--- config.mk ---
export PLATFORM = sky130hd
export DESIGN_NAME = sorted_threshold_table_unit
export DESIGN_NICKNAME = d
export VERILOG_FILES = /design/src/rtl/core/stt_pkg.sv /design/src/rtl/core/sorted_threshold_table_unit.sv
export VERILOG_INCLUDE_DIRS = /design/src /design/src/rtl/core
export SDC_FILE = /design/constraint.sdc
export NUM_CORES = 1
export LEC_CHECK = 0
export ABC_AREA = 1
export BUFFER_PORTS_ARGS = -buffer_cell sky130_fd_sc_hd__clkbuf_2
export CAP_MARGIN = 0
export CORE_MARGIN = 2
export CORE_UTILIZATION = 50
export CTS_CLUSTER_DIAMETER = 100
export DETAILED_ROUTE_END_ITERATION = 8
export PLACE_DENSITY = 0.62
export RECOVER_POWER = 50
export SETUP_SLACK_MARGIN = 0.05
export SLEW_MARGIN = 15
export SYNTH_ARGS = -nofsm -noshare
export SYNTH_HDL_FRONTEND = slang
export SYNTH_SLANG_ARGS = --single-unit
--- constraint.sdc ---
create_clock -name clk -period 11.65 [get_ports clk]
set_input_delay 2.9125 -clock clk [delete_from_list [all_inputs] [get_ports clk]]
set_output_delay 2.9125 -clock clk [all_outputs]
set_load 0.01 [all_outputs]
--- src/rtl/core/sorted_threshold_table_unit_macros.svh ---
// ----------------------------------------------------------------------------
// Sorted threshold table assertion macros
// Shared concurrent assertion forms for the sorted threshold table.
// ----------------------------------------------------------------------------
`ifndef SORTED_THRESHOLD_TABLE_UNIT_MACROS_SVH
`define SORTED_THRESHOLD_TABLE_UNIT_MACROS_SVH

// Same-cycle implication, disabled during reset.
`define STT_ASSERT_IMPL(label, clk, rst_n, ante, cons, msg) \
    label: assert property (@(posedge clk) disable iff (!rst_n) (ante) |-> (cons)) \
        else $error(msg);

// Next-cycle implication, disabled during reset.
`define STT_ASSERT_NEXT(label, clk, rst_n, ante, cons, msg) \
    label: assert property (@(posedge clk) disable iff (!rst_n) (ante) |=> (cons)) \
        else $error(msg);

`endif

--- src/rtl/core/stt_pkg.sv ---
// ----------------------------------------------------------------------------
// Sorted threshold table package
// Sizes, transaction payload types, operation and status codes and sequencer states.
// ----------------------------------------------------------------------------
package stt_pkg;

    localparam int DEPTH = 16;
    localparam int IDX_W = $clog2(DEPTH);
    localparam int CNT_W = $clog2(DEPTH + 1);

    typedef enum logic [2:0] {
        OP_ADD    = 3'd0,
        OP_REMOVE = 3'd1,
        OP_LOOKUP = 3'd2,
        OP_LEVEL  = 3'd3,
        OP_EXISTS = 3'd4
    } op_t;

    typedef enum logic [1:0] {
        ST_OK   = 2'd0,
        ST_DUP  = 2'd1,
        ST_FULL = 2'd2
    } status_t;

    typedef enum logic [2:0] {
        S_IDLE,
        S_START,
        S_SCAN,
        S_SHUP,
        S_SHDN,
        S_WRNEW,
        S_LEVEL,
        S_RESP
    } fsm_t;

    typedef struct packed {
        logic [2:0]  op;
        logic [15:0] key;
        logic [15:0] value;
        logic        use_all_in;
        logic [4:0]  level;
    } req_t;

    typedef struct packed {
        logic [1:0]  status;
        logic [15:0] frames;
        logic        use_all;
        logic [4:0]  level_out;
        logic [15:0] entry_key;
        logic        found;
        logic [4:0]  count;
    } rsp_t;

    typedef struct packed {
        logic [15:0] key;
        logic [15:0] frames;
        logic        use_all;
    } entry_t;

endpackage

--- src/rtl/core/sorted_threshold_table_unit.sv ---
// ----------------------------------------------------------------------------
// Sorted threshold table unit
// Holds up to 16 threshold entries sorted ascending in one synchronous RAM.
// ----------------------------------------------------------------------------
// One transaction is handled at a time. The table sits in a single RAM with
// one write and one registered read port, walked one entry per cycle from the
// lowest threshold. A lookup, exists or rejected add walks the entries below
// the stopping point, at most all 16. A successful add or remove also moves
// every entry above the insert or delete point by one slot, one entry per
// cycle. A by-level query reads the selected entry directly, and answers
// without a read when the level is 0 or the table is empty. A finished
// response waits in an output register, so a new request is taken as soon
// as the sequencer is back in idle even while the response is stalled.
// ----------------------------------------------------------------------------
`include "sorted_threshold_table_unit_macros.svh"

module sorted_threshold_table_unit (
    input  logic          clk,
    input  logic          rst_n,
    input  logic          req_valid,
    output logic          req_stall,
    input  stt_pkg::req_t req,
    output logic          rsp_valid,
    input  logic          rsp_stall,
    output stt_pkg::rsp_t rsp
);
    import stt_pkg::*;

    // table RAM
    entry_t             mem [DEPTH];
    entry_t             rd_data_reg;
    logic [IDX_W-1:0]   rd_addr;
    logic [IDX_W-1:0]   wr_addr;
    entry_t             wr_data;
    logic               mem_we;

    fsm_t               state_reg, state_next;
    req_t               item_reg, item_next;
    logic [CNT_W-1:0]   idx_reg, idx_next;
    logic [IDX_W-1:0]   src_reg, src_next;
    logic [CNT_W-1:0]   count_reg, count_next;
    entry_t             prev_reg, prev_next;
    rsp_t               res_reg, res_next;
    rsp_t               rsp_reg, rsp_next;
    logic               rsp_valid_reg;
    logic               rsp_load;

    logic [CNT_W-1:0]   idx_plus;
    logic [CNT_W-1:0]   count_m1;
    logic [4:0]         lvl_sel;
    logic               end_scan;
    logic               key_gt;
    logic               key_ge;
    logic               hit;

    always_ff @(posedge clk)
    begin
        if (mem_we)
        begin
            mem[wr_addr] <= wr_data;
        end
        rd_data_reg <= mem[rd_addr];
    end

    assign idx_plus = idx_reg + 1'b1;
    assign count_m1 = count_reg - 1'b1;
    assign lvl_sel  = (item_reg.level > count_reg) ? count_m1 : (item_reg.level - 1'b1);
    assign end_scan = (idx_reg >= count_reg);
    assign key_gt   = (rd_data_reg.key > item_reg.key);
    assign key_ge   = (rd_data_reg.key >= item_reg.key);
    assign hit      = !end_scan && (rd_data_reg.key == item_reg.key);

    always_comb
    begin
        state_next = state_reg;
        item_next  = item_reg;
        idx_next   = idx_reg;
        src_next   = src_reg;
        count_next = count_reg;
        prev_next  = prev_reg;
        res_next   = res_reg;
        rd_addr    = '0;
        mem_we     = 1'b0;
        wr_addr    = '0;
        wr_data    = rd_data_reg;
        req_stall  = 1'b1;
        rsp_load   = 1'b0;

        case (state_reg)
            S_IDLE:
            begin
                req_stall = 1'b0;
                if (req_valid)
                begin
                    item_next  = req;
                    idx_next   = '0;
                    state_next = S_START;
                end
            end

            S_START:
            begin
                res_next = '0;
                case (item_reg.op)
                    OP_LEVEL:
                    begin
                        if ((count_reg == '0) || (item_reg.level == '0))
                        begin
                            res_next.use_all = 1'b1;
                            state_next       = S_RESP;
                        end
                        else
                        begin
                            rd_addr    = lvl_sel[IDX_W-1:0];
                            state_next = S_LEVEL;
                        end
                    end
                    OP_ADD, OP_REMOVE, OP_LOOKUP, OP_EXISTS:
                    begin
                        rd_addr    = '0;
                        idx_next   = '0;
                        state_next = S_SCAN;
                    end
                    default:
                    begin
                        state_next = S_RESP;
                    end
                endcase
            end

            S_LEVEL:
            begin
                res_next           = '0;
                res_next.entry_key = rd_data_reg.key;
                res_next.use_all   = rd_data_reg.use_all;
                res_next.frames    = rd_data_reg.use_all ? '0 : rd_data_reg.frames;
                state_next         = S_RESP;
            end

            S_SCAN:
            begin
                // read of entry idx+1 is in flight while entry idx is compared
                rd_addr   = idx_plus[IDX_W-1:0];
                idx_next  = idx_plus;
                prev_next = rd_data_reg;
                if (item_reg.op == OP_LOOKUP)
                begin
                    if (end_scan || key_gt)
                    begin
                        res_next           = '0;
                        res_next.level_out = idx_reg;
                        if (idx_reg == '0)
                        begin
                            res_next.use_all = 1'b1;
                        end
                        else
                        begin
                            res_next.use_all = prev_reg.use_all;
                            res_next.frames  = prev_reg.use_all ? '0 : prev_reg.frames;
                        end
                        state_next = S_RESP;
                    end
                end
                else if (end_scan || key_ge)
                begin
                    // idx_reg holds the insert / match position from here on
                    idx_next = idx_reg;
                    res_next = '0;
                    case (item_reg.op)
                        OP_EXISTS:
                        begin
                            res_next.found = hit;
                            state_next     = S_RESP;
                        end
                        OP_ADD:
                        begin
                            if (hit)
                            begin
                                res_next.status = ST_DUP;
                                state_next      = S_RESP;
                            end
                            else if (count_reg == CNT_W'(DEPTH))
                            begin
                                res_next.status = ST_FULL;
                                state_next      = S_RESP;
                            end
                            else if (count_reg > idx_reg)
                            begin
                                rd_addr    = count_m1[IDX_W-1:0];
                                src_next   = count_m1[IDX_W-1:0];
                                state_next = S_SHUP;
                            end
                            else
                            begin
                                state_next = S_WRNEW;
                            end
                        end
                        OP_REMOVE:
                        begin
                            if (!hit)
                            begin
                                state_next = S_RESP;
                            end
                            else if (idx_plus < count_reg)
                            begin
                                rd_addr    = idx_plus[IDX_W-1:0];
                                src_next   = idx_plus[IDX_W-1:0];
                                state_next = S_SHDN;
                            end
                            else
                            begin
                                count_next = count_m1;
                                state_next = S_RESP;
                            end
                        end
                        default:
                        begin
                            state_next = S_RESP;
                        end
                    endcase
                end
            end

            S_SHUP:
            begin
                // move entry src up one slot, walking down to the insert point
                mem_we  = 1'b1;
                wr_addr = src_reg + 1'b1;
                if (CNT_W'(src_reg) == idx_reg)
                begin
                    state_next = S_WRNEW;
                end
                else
                begin
                    rd_addr  = src_reg - 1'b1;
                    src_next = src_reg - 1'b1;
                end
            end

            S_WRNEW:
            begin
                mem_we          = 1'b1;
                wr_addr         = idx_reg[IDX_W-1:0];
                wr_data.key     = item_reg.key;
                wr_data.frames  = item_reg.use_all_in ? '0 : item_reg.value;
                wr_data.use_all = item_reg.use_all_in;
                count_next      = count_reg + 1'b1;
                state_next      = S_RESP;
            end

            S_SHDN:
            begin
                // move entry src down one slot, walking up to the last entry
                mem_we  = 1'b1;
                wr_addr = src_reg - 1'b1;
                if ((CNT_W'(src_reg) + 1'b1) == count_reg)
                begin
                    count_next = count_m1;
                    state_next = S_RESP;
                end
                else
                begin
                    rd_addr  = src_reg + 1'b1;
                    src_next = src_reg + 1'b1;
                end
            end

            S_RESP:
            begin
                if (!rsp_valid_reg || !rsp_stall)
                begin
                    rsp_load   = 1'b1;
                    state_next = S_IDLE;
                end
            end

            default:
            begin
                state_next = S_IDLE;
            end
        endcase
    end

    always_comb
    begin
        rsp_next       = res_reg;
        rsp_next.count = count_reg;
    end

    always_ff @(posedge clk or negedge rst_n)
    begin
        if (!rst_n)
        begin
            state_reg     <= S_IDLE;
            count_reg     <= '0;
            rsp_valid_reg <= 1'b0;
        end
        else
        begin
            state_reg <= state_next;
            count_reg <= count_next;
            if (rsp_load)
            begin
                rsp_valid_reg <= 1'b1;
            end
            else if (rsp_valid_reg && !rsp_stall)
            begin
                rsp_valid_reg <= 1'b0;
            end
        end
    end

    always_ff @(posedge clk)
    begin
        item_reg <= item_next;
        idx_reg  <= idx_next;
        src_reg  <= src_next;
        prev_reg <= prev_next;
        res_reg  <= res_next;
        if (rsp_load)
        begin
            rsp_reg <= rsp_next;
        end
    end

    assign rsp_valid = rsp_valid_reg;
    assign rsp       = rsp_reg;

    `STT_ASSERT_IMPL(a_count_bound, clk, rst_n, 1'b1,
        count_reg <= CNT_W'(DEPTH), "entry count exceeds table depth")
    `STT_ASSERT_IMPL(a_write_state, clk, rst_n, mem_we,
        (state_reg == S_SHUP) || (state_reg == S_SHDN) || (state_reg == S_WRNEW),
        "table write outside shift or insert")
    `STT_ASSERT_IMPL(a_scan_index, clk, rst_n, state_reg == S_SCAN,
        idx_reg <= count_reg, "scan index ran past entry count")
    `STT_ASSERT_NEXT(a_insert_count, clk, rst_n, state_reg == S_WRNEW,
        count_reg == ($past(count_reg) + 1'b1), "insert did not bump entry count")
    `STT_ASSERT_NEXT(a_accept_start, clk, rst_n, req_valid && !req_stall,
        state_reg == S_START, "accepted transaction did not start")

endmodule

# After elaboration in Yosys (flattened, before gate mapping)
# Memories as Yosys holds them, arrays and structs flattened. A register that Yosys moved wholly into a read port is not among the register bits.
# Index checks and enable logic that the tools add are counted.
# word_totals
register_bits,163
latchBits,0
ramBits,528
mem_bits_ro,0
input_bits,45
out_inout_bits,48
mem_count,1
# op_classes
addsub,7
mul,0
div_mod_pow,0
magnitude_cmp,6
eq_ne,36
shift,0
n_mux,76
bitwise,0
reduce_logical,28
# memory_table
memory,depth,width,rd,rd_ports_with_merged_regs,write_ports,line_no,rtl
mem,16,33,1,1,1,sorted_threshold_table_unit.sv:30,entry_t mem [DEPTH];
# ops
op,count
2-to-1 mux 46 bit,3
one-hot mux 46 bit (3 select lines),1
2-to-1 mux 4 bit,20
2-to-1 mux 16 bit,4
2-to-1 mux 5 bit,10
2-to-1 mux 33 bit,1
2-to-1 mux 3 bit,10
one-hot mux 5 bit (3 select lines),2
"!= test 2 bit, second input constant",12
"!= test 3 bit, second input constant",8
one-hot mux 4 bit (3 select lines),2
one-hot mux 3 bit (7 select lines),1
equality test 16 bit,1
greater-or-equal comparator 16 bit,1
> comparator 16 bit,1
one-hot mux 4 bit (4 select lines),1
"equality test 3 bit, second input constant",5
zero test 5 bit,3
2-to-1 mux 1 bit,13
"equality test 3 x 2 -> 1 bit, second input constant",4
one-hot mux 3 bit (2 select lines),2
nonzero test 3 bit,4
AND reduction 11 bit,1
"adder 5 x 1 -> 5 bit, second input constant",2
other kinds (27),41

# Logic depth before layout (Yosys ltp)
# Gate-level depths: netlist of the first run.
# logic_depth
word_depth,8
depth_mapped,23
mapped_depth_nobuf,21

# Worst setup path after synthesis of the first run
# Ideal clock, no wire load.
# synth_timing
path_kind,input port to flip-flop
from,input rsp_stall
to,"register rsp_reg, in the netlist rsp[0], enable pin"
setup_ns,0.465
arrival_time_ns,5.120
required_time_ns,11.185
path_slack_ns,6.065
path_stages,1
path_buffers,0
cell_sequence,a21oi_1
# synth_between
elab_chain_cells,4
# synth_rtl
element,line_no,rtl
from (decl),sorted_threshold_table_unit.sv:24,"input logic rsp_stall,"
zero test 1 bit,sorted_threshold_table_unit.sv:270,if (!rsp_valid_reg || !rsp_stall)
logical OR 1 bit,sorted_threshold_table_unit.sv:270,
2-to-1 mux 1 bit,sorted_threshold_table_unit.sv:270,
2-to-1 mux 1 bit,sorted_threshold_table_unit.sv:89,case (state_reg)
to (signal assigned),sorted_threshold_table_unit.sv:322,rsp_reg <= rsp_next;
to (decl),sorted_threshold_table_unit.sv:44,"rsp_t rsp_reg, rsp_next;"
# Every way passes these cells.
# A chain may end at the register's enable or synchronous reset.

# Worst setup path after layout of the first run
# layout_timing
from,register state_reg[0]
to,register rd_data_reg[9] (netlist name)
# layout_between
elab_chain_cells,2
# layout_rtl
element,line_no,rtl
from (decl),sorted_threshold_table_unit.sv:37,"fsm_t state_reg, state_next;"
from (signal assigned),sorted_threshold_table_unit.sv:300,state_reg <= state_next;
equality test 3 bit (tied with other cells),sorted_threshold_table_unit.sv:89,
one-hot mux 4 bit (4 select lines) (*),sorted_threshold_table_unit.sv:89,
# Every way passes the cells marked *; elsewhere a longest branch is shown, timed or not.

==> results_dict.tcl, run 1 <==
set metrics [dict create \
    drc_errors 0 \
    gr-usage-all-layers_pct 24.2 \
    status "finished with violations" \
    cts_hold_buf 0 \
    reg2reg_setup_slack_ns 5.83 \
    ys_async_sr_fraction_pct 1.24 \
    htree_levels 3 \
    start_util_pct 50.3 \
    path_cells "nor2_1, inv_1, nor2_2, clkbuf_1, nand3_4, nand2_8, buf_4, nand2_1, nand3_1, nand3_1, nand3_1, nand2_1" \
    final.fill_count 5219 \
    reg2reg_depth 12 \
    end_kind "flip-flop" \
    cpMostUsedCell "nand3_1" \
    cts-root-buf "clkbuf_16" \
    largest_reg_flops 528 \
    num_vias 20983 \
    numCtsBuffers 77 \
    drv_slew 207 \
    clock-sinks 724 \
    antenna_left 0 \
    drtPass1Iterations 5 \
    worstMarginPinSlew_ns 2.52 \
    power_density_mw_per_mm2 325 \
    grt_pass1_wl_um 118000 \
    first_global_vias 20275 \
    grt_max_degree 217 \
    gp_congestion 0.890 \
    fp-row-count 92 \
    fin_crit_ns 5.82 \
    period_share_pct 50.0 \
    totalWireLength_um 77200 \
    tritoncts "built" \
    drive_gt1_share_pct 8.77 \
    dp_hpwl_um 41900 \
    io_buffer_count 92 \
    crit_start "state_reg[0]" \
    path_max_fanout 170 \
    maxCapViolCount 8 \
    synthTopCellsByArea "edfxtp_1 (65%), nand3_1 (10%), nand2_1 (5.8%)" \
    clk_pin_slew_worst_paths_ns 0.06 \
    core_area_mm2 0.0627 \
    slew_headroom_pct -67.7 \
    die_h_um 255 \
    synth_seq_cells 724 \
    synth_edf_count 682 \
    ys_seq_area_share_pct 67.7 \
    violations "capacitance limit, slew limit" \
    rsz0062_at_grt "no" \
    regArea_mm2 0.0214 \
    overflow 0 \
    min_from "res_reg[18]" \
    fin_setup_tns_ns 0 \
    worstSkewPairLatency_ns 0.63 \
    diodes 0 \
    fmax_ghz 0.172 \
    wl_per_cell_um 19.9 \
    pin_count 93 \
    postCtsSetupBuffers 0 \
    skew_ns 0.0227 \
    die_w_um 255 \
    reg2reg_from "state_reg[0]" \
    peakVddDrop_v 0.000279 \
    final_nets 3051 \
    critPathKind "flip-flop to flip-flop" \
    yosys_warnings 0 \
    critical_path.max_stage_delay_ns 1.22 \
    synthesis.nets 2967 \
    cts_buffer_depth 3 \
    whs_path_depth 0 \
    syn_area_mm2 0.0316 \
    hold_path.class "flip-flop to flip-flop" \
    worst_hold_slack_ns 0.415 \
    synth_flop_cell "edfxtp_1" \
    hold_viol_final 0 \
    critPathRequiredTime_ns 12.17 \
    antenna_found_initial 0 \
    synthToLayoutAreaGrowth_pct 12.2 \
    synth_top_area_share_pct 64.9 \
    syn_avg_cell_area_um2 10.9 \
    p_leak_nw 14.3 \
    ys_types 46 \
    r2r_end "rd_data_reg[9]" \
    cp.arrival_ns 6.34 \
    vias_per_cell 5.41 \
    final_common_cell "edfxtp_1" \
    yosysTopAreaCell "edfxtp_1" \
    mostFrequentLayoutCells "edfxtp_1 (682), nand3_1 (633), nand2_1 (490), inv_1 (481), nand3b_1 (99)" \
    worstSetupStartpointType "flip-flop" \
    whs_endpoint "rsp[18]" \
    syn_inst 2884 \
    multi_input_area_mm2 0.00777 \
    setup_viol 0 \
    cts-resized-gates 0 \
    dr.first_iter.drc_count 2250 \
    die_area_mm2 0.0651 \
    cp_slowest_cell "clkbuf_1" \
]
## Yosys cell counts, types with 2 or more instances
cell type,count
a211oi_1,2
a21oi_1,27
buf_2,115
buf_4,13
buf_6,2
clkbuf_1,19
clkinv_1,2
dfrtp_1,9
dfxtp_1,33
edfxtp_1,682
ha_1,38
inv_1,480
inv_2,7
nand2_1,491
nand2_2,2
nand3_1,633
nand3_2,3
nand3b_1,99
nand4_1,8
nor2_1,97
nor2_2,4
nor3_1,7
nor3_2,2
o211ai_1,2
o21a_1,2
o21ai_0,68
o21ai_1,3
o221ai_1,4
o22ai_1,2
xnor2_1,2
xor2_1,11
## critical path, delay by kind of cell, from the launching register on
family | cells | cell delay (ns)
and+or+nand+nor | 9 | 2.96
buffers and inverters | 3 | 2.23
DFF | 1 | 0.44
## report_power, final
part	leakage (nW)	switching, mW	total, mW	internal, mW
Combinational	6.43	3.40	4.69	1.29
Sequential	6.64	0.246	4.39	4.15
Clock	1.23	0.998	2.42	1.43
## metal layers
metal | wire [um] | part of all wire (%) | GRT usage [%] | vias to the layer above
met4 | 2650 | 3.4 | 9.09 | 0
li1 | - | - | - | 9934
met1 | 33000 | 43 | 33.1 | 10141
met3 | 4900 | 6.3 | 3.41 | 169
met2 | 36700 | 48 | 39.6 | 739
met5 | 0 | 0 | 0 | -
## through the flow
step | instances | worst slack [ns] | area, um^2 | total power, mW | utilization (%)
after global placement | 3734 | 6.10 | 33000 | 9.06 | 52.6
after CTS | 3877 | 5.97 | 35500 | 11.6 | 56.6
final | 3878 | 5.83 | 35400 | 11.5 | 56.4
after detailed placement | 3734 | 5.98 | 33000 | 9.16 | 52.6
after floorplan | 2884 | 6.06 | 31600 | 7.59 | -
after global routing | 3878 | 5.16 | 35400 | 12.3 | 56.4
## final cells by class
class	count	share of cell area [%]
clock buffer	109	5.93
clock inverter	34	1.20
inverter	489	5.20
multi-input combinational	1521	22.0
sequential	724	60.3
tap	846	2.99
timing repair buffer	155	2.37
## worst max-delay path by stage
stage / to / slack [ns] / cells past startpoint
final: rd_data_reg[9] / 5.83 / 12
after global routing: rd_data_reg[9] / 5.16 / 13
after CTS: rd_data_reg[9] / 5.97 / 18
after detailed placement: rd_data_reg[9] / 5.98 / 17
after global placement: rd_data_reg[10] / 6.10 / 17
after floorplan: rsp[0] / 6.06 / 1
## cell families (layout without fill, tap and decap cells)
kind of cell | count (synthesis) | after routing | share of synthesized area [%]
flops | 724 | 724 | 67.7
mux | 1 | 1 | 0.0357
simple gates | 1350 | 1350 | 20.0
buf+inv | 639 | 787 | 8.26
xor+xnor | 13 | 13 | 0.361
compound gates | 119 | 119 | 2.09
fa+ha+maj | 38 | 38 | 1.51
Power figures use the tool's default switching activity.
==> inputs of run 2 (changes only) <==
--- a/config.mk
+++ b/config.mk
@@ -13,7 +13,7 @@
 export CORE_UTILIZATION = 50
 export CTS_CLUSTER_DIAMETER = 100
 export DETAILED_ROUTE_END_ITERATION = 8
-export PLACE_DENSITY = 0.62
+export PLACE_DENSITY = 0.65
 export RECOVER_POWER = 50
 export SETUP_SLACK_MARGIN = 0.05
 export SLEW_MARGIN = 15
==> constraint.sdc (replaced) <==
create_clock -name clk -period 5.3 [get_ports clk]
set_input_delay 1.325 -clock clk [delete_from_list [all_inputs] [get_ports clk]]
set_output_delay 1.325 -clock clk [all_outputs]
set_load 0.01 [all_outputs]
==> run 2 against run 1 <==
Against the previous run: the flow still finishes with violations (capacitance limit, slew limit); register-to-register slack got worse by 4.5 ns; via count increased by 0.10%; fmax increased by 47%; sequential power increased by 120%; combinational power increased by 120%; utilization decreased by 0.086 points; global-route usage decreased by 0.36 points; critical path depth increased by 5; first-iteration DRC count decreased by 9.8%; critical endpoint is now rd_data_reg[17]; largest power group unchanged; highest routed layer unchanged.
==> results_dict.tcl, run 2 (synthesis results as in run 1) <==
set metrics [dict create \
    cts_hold_buf 0 \
    gp_congestion 0.932 \
    skew_ns 0.0248 \
    path_max_fanout 90 \
    cts_buffer_depth 3 \
    final_common_cell "edfxtp_1" \
    fp-row-count 92 \
    wl_per_cell_um 19.7 \
    regArea_mm2 0.0214 \
    multi_input_area_mm2 0.00776 \
    reg2reg_from "item_reg[33]" \
    antenna_found_initial 0 \
    totalWireLength_um 76600 \
    p_total_mw 25.1 \
    htree_levels 3 \
    fin_setup_tns_ns 0 \
    cpMostUsedCell "nand2_1" \
    wl_met3_um 5290 \
    slew_headroom_pct -27.9 \
    power_density_mw_per_mm2 711 \
    worstSetupStartpointType "flip-flop" \
    antenna_left 0 \
    clk_pin_slew_worst_paths_ns 0.06 \
    cts-root-buf "clkbuf_16" \
    worst_hold_slack_ns 0.416 \
    final_nets 3059 \
    status "finished with violations" \
    vias_per_cell 5.41 \
    critical_path.max_stage_delay_ns 0.79 \
    peakVddDrop_v 0.000692 \
    path_cells "inv_1, ha_1, nand2_1, inv_1, nand2_1, nand2_1, a21oi_1, nand3_2, nand3_2, nand2_1, nand3_4, buf_4, nand3_1, nand3_1, nand3_1, nand3_1, nand2_1" \
    r2r_end "rd_data_reg[17]" \
    dr.first_iter.drc_count 2030 \
    reg2reg_depth 17 \
    critPathRequiredTime_ns 5.80 \
    final.fill_count 5240 \
    numCtsBuffers 75 \
    fin_crit_ns 3.97 \
    start_util_pct 50.3 \
    pin_count 93 \
    p_leak_nw 14.2 \
    io_buffer_count 92 \
    cts-resized-gates 0 \
    whs_endpoint "rsp[23]" \
    postCtsSetupBuffers 0 \
    gr-usage-all-layers_pct 23.9 \
    hold_path.class "flip-flop to flip-flop" \
    fmax_ghz 0.252 \
    worstMarginPinSlew_ns 1.90 \
    whs_path_depth 0 \
    overflow 0 \
    die_area_mm2 0.0651 \
    dp_hpwl_um 42900 \
    wirelength_met1_um 31100 \
    die_w_um 255 \
    route.met2.wl_um 37200 \
    cp.arrival_ns 4.47 \
    die_h_um 255 \
    num_vias 21004 \
    min_from "res_reg[23]" \
    critPathKind "flip-flop to flip-flop" \
    reg2reg_setup_slack_ns 1.33 \
    setup_viol 0 \
    first_global_vias 20475 \
    end_kind "flip-flop" \
    drc_errors 0 \
    cp_slowest_cell "buf_4" \
    mostFrequentLayoutCells "edfxtp_1 (682), nand3_1 (633), nand2_1 (490), inv_1 (481), nand3b_1 (99)" \
    worstSkewPairLatency_ns 0.63 \
    period_share_pct 74.8 \
    maxCapViolCount 4 \
    tritoncts "built" \
    core_area_mm2 0.0627 \
    dr.max_layer_used "met4" \
    diodes 0 \
    hold_viol_final 0 \
    largest_reg_flops 528 \
    grt_pass1_wl_um 117000 \
    clock-sinks 724 \
    synthToLayoutAreaGrowth_pct 12.0 \
    drive_gt1_share_pct 7.61 \
    rsz0062_at_grt "no" \
    grt_max_degree 175 \
    drtPass1Iterations 7 \
    violations "capacitance limit, slew limit" \
    drv_slew 88 \
]
## run 2: worst max path at each step
stage                             from               to
after floorplan             src_reg[0]        mem[0][0]
after global placement    item_reg[37]  rd_data_reg[11]
after detailed placement  item_reg[33]  rd_data_reg[17]
after CTS                 item_reg[33]  rd_data_reg[17]
after global routing        idx_reg[2]  rd_data_reg[22]
final                     item_reg[33]  rd_data_reg[17]
## run 2: per-stage QoR
stage | cells | util (%) | setup slack, ns | instance area, um^2
2_1_floorplan | 2884 | - | 0.723 | 31600
3_3_place_gp | 3745 | 52.8 | 1.52 | 33200
3_5_place_dp | 3745 | 52.8 | 1.43 | 33200
4_1_cts | 3883 | 56.7 | 1.39 | 35600
5_1_grt | 3883 | 56.3 | 1.07 | 35400
6_report | 3883 | 56.3 | 1.33 | 35400
## run 2: cell type report
| type | count | area share (%) |
|---|---|---|
| clock buffers | 100 | 5.80 |
| clock inverters | 38 | 1.01 |
| inverters | 489 | 5.21 |
| multi-input cells | 1521 | 21.9 |
| flip-flops and latches | 724 | 60.4 |
| well taps | 846 | 2.99 |
| repair buffers | 165 | 2.61 |
## run 2: per-layer routing
layer	track usage [%]	vias to the layer above
met2	39.9	785
met1	30.8	10131
met5	0	-
met4	11.2	0
met3	3.48	157
li1	-	9931
## run 2: power breakdown
part	internal (mW)	switching, mW
clock	3.02	2.13
sequential	9.09	0.544
combinational	2.89	7.47
total	15.0	10.1
## run 2: worst max-delay path: cells and delay by family (launching register included)
family | cells | cell delay, ns
buffers and inverters | 3 | 0.91
AOI/OAI and AO/OA | 1 | 0.64
and+or+nand+nor | 12 | 1.62
adders and majority gates | 1 | 0.24
DFF | 1 | 0.40
==> inputs of run 3 (changes only) <==
--- a/config.mk
+++ b/config.mk
@@ -6,7 +6,7 @@
 export SDC_FILE = /design/constraint.sdc
 export NUM_CORES = 1
 export LEC_CHECK = 0
-export ABC_AREA = 1
+export ABC_AREA = 0
 export BUFFER_PORTS_ARGS = -buffer_cell sky130_fd_sc_hd__clkbuf_2
 export CAP_MARGIN = 0
 export CORE_MARGIN = 2
==> constraint.sdc (replaced) <==
create_clock -name clk -period 3.4 [get_ports clk]
set_input_delay 0.85 -clock clk [delete_from_list [all_inputs] [get_ports clk]]
set_output_delay 0.85 -clock clk [all_outputs]
set_load 0.01 [all_outputs]
==> run 3 against run 2 <==
Against the previous run: non-clock buffer count grew 223; register-to-register slack lost 1.4 ns; count of clock-buffer cells in the layout grew 1; combinational power grew 85%; total power grew 67%; clock power grew 51%; worst setup slack lost 1.4 ns; the run ends with capacitance limit, slew limit, setup timing left; synthesized cell count shrank 25%; utilization grew 6.5 points.
==> results_dict.tcl, run 3 <==
set metrics [dict create \
    status "finished with violations" \
    violations "capacitance limit, slew limit, setup timing" \
    antenna_left 0 \
    p_leak_nw 14.0 \
    worst_hold_slack_ns 0.206 \
    num_vias 20163 \
    worstSkewPairLatency_ns 0.63 \
    cts_hold_buf 0 \
    totalWireLength_um 84200 \
    drc_errors 0 \
    pre_cts_slack_ns -0.223 \
    worstSetupStartpointType "flip-flop" \
    hold_path.class "primary input to asynchronous set/reset pin" \
    power_density_mw_per_mm2 1110 \
    die_w_um 251 \
    start_util_pct 50.6 \
    fin_crit_ns 3.43 \
    cts_buffer_depth 3 \
    ys_async_sr_fraction_pct 1.24 \
    worstMarginPinSlew_ns 1.76 \
    dr.first_iter.drc_count 2135 \
    final_common_cell "edfxtp_1" \
    grt_pass1_wl_um 121000 \
    wl_per_cell_um 25.4 \
    synth_flop_cell "edfxtp_1" \
    io_buffer_count 92 \
    syn_avg_cell_area_um2 14.1 \
    syn_inst 2163 \
    pin_count 93 \
    cts-root-buf "clkbuf_16" \
    ys_seq_area_share_pct 69.8 \
    mostFrequentLayoutCells "edfxtp_1 (682), inv_1 (223), o211ai_1 (193), buf_4 (165), clkbuf_16 (98)" \
    end_kind "flip-flop" \
    synthTopCellsByArea "edfxtp_1 (67%), o211ai_1 (4.7%), inv_1 (2.8%)" \
    antenna_found_initial 1 \
    drive_gt1_share_pct 26.0 \
    drv_slew 17 \
    critPathRequiredTime_ns 3.89 \
    path_max_fanout 6 \
    fp-row-count 90 \
    die_h_um 251 \
    diodes 0 \
    final_cells 3309 \
    synth_seq_cells 724 \
    cp.arrival_ns 3.92 \
    peakVddDrop_v 0.000678 \
    synth_top_area_share_pct 66.9 \
    gp_congestion 0.879 \
    ys_types 80 \
    syn_area_mm2 0.0306 \
    core_area_mm2 0.0605 \
    fmax_ghz 0.291 \
    hold_viol_final 0 \
    slew_headroom_pct -18.0 \
    gr-usage-all-layers_pct 25.2 \
    synthMostInstantiatedCell "edfxtp_1" \
    htree_levels 3 \
    synth_edf_count 682 \
    largest_reg_flops 528 \
    critPathKind "flip-flop to flip-flop" \
    yosys_warnings 0 \
    tritoncts "built" \
    clock-sinks 724 \
    placed_cells 3097 \
    drtPass1Iterations 6 \
    synth.top_cells.by_count "edfxtp_1 (682), inv_1 (230), o211ai_1 (193), a21oi_1 (132), nand2_1 (95)" \
    first_global_vias 19780 \
    final_nets 2550 \
    reg2reg_setup_slack_ns -0.03 \
    skew_ns 0.0242 \
    synthesis.nets 2246 \
    period_share_pct 101 \
    rsz0062_at_grt "yes" \
    clk_pin_slew_worst_paths_ns 0.06 \
    overflow 0 \
    yosysTopAreaCell "edfxtp_1" \
    maxCapViolCount 1 \
    numCtsBuffers 75 \
    grt_max_degree 78 \
    dp_hpwl_um 49700 \
    p_total_mw 42.0 \
    fin_setup_tns_ns -0.0318 \
    vias_per_cell 6.09 \
    die_area_mm2 0.0632 \
    setup_viol 1 \
    synthToLayoutAreaGrowth_pct 24.2 \
    layout_setup_ws_ns -0.0318 \
]
[run 3: what timing repair did]
item,4_1_cts,5_1_grt
gates resized for setup,48,155
pin swaps,15,62
hold endpoints to repair,0,0
endpoints found under the setup margin,33,34
setup buffers,27,26
cloned,2,24
[run 3: worst paths after layout]
kind,cells after the start,from,end
max,17,item_reg[35],rd_data_reg[30]
min,1,rst_n,count_reg[2]
max reg2reg,17,item_reg[35],rd_data_reg[30]
min reg2reg,0,res_reg[22],rsp[22]
max in group asynchronous,1,rst_n,state_reg[0]
min in group clk,1,req[10],item_reg[10]
[run 3: logic make-up after synthesis]
group,after synthesis,synth area share (%)
DFF,724,69.8
AOI/OAI and AO/OA,562,12.7
buffers and inverters,392,5.37
and+or+nand+nor,388,7.25
adders and majority gates,38,1.55
muxes,37,2.57
xor gates and xnor gates,22,0.675
[run 3: worst max-delay path, stage by stage (launching register included)]
cell	delay [ns]
edfxtp_1	0.38
inv_2	0.09
ha_4	0.20
nand4_1	0.17
buf_4	0.14
nor2_1	0.04
a221oi_2	0.33
buf_4	0.18
and3_4	0.21
buf_4	0.14
o21ai_4	0.07
and3_4	0.23
buf_12	0.15
buf_12	0.12
o211ai_1	0.17
a21oi_1	0.10
buf_4	0.15
nor4_4	0.40
[run 3: cell type report]
class	count	area, um^2
clock buffers	101	2010
clock inverters	36	279
fillers	4351	22500
inverters	231	870
multi-input cells	1047	8550
flip-flops and latches	724	21400
well taps	782	978
repair buffers	388	3960
[run 3: power by group]
part           switching (mW)  internal [mW]  leakage (nW)
Sequential              0.884           14.1          6.61
Clock                    3.40           4.39          1.11
Combinational            11.4           7.81          6.25
[run 3: through the flow]
step	util [%]	area, um^2
global route	62.9	38000
detailed placement	56.0	33900
CTS	60.7	36700
finish	62.9	38000
global placement	56.0	33900
floorplan	-	30600
[run 3: metal layers]
layer | routed length (um) | track usage, %
met1 | 33900 | 34.3
met2 | 41200 | 41.6
met3 | 6870 | 4.46
met4 | 2230 | 8.03
met5 | 0 | 0
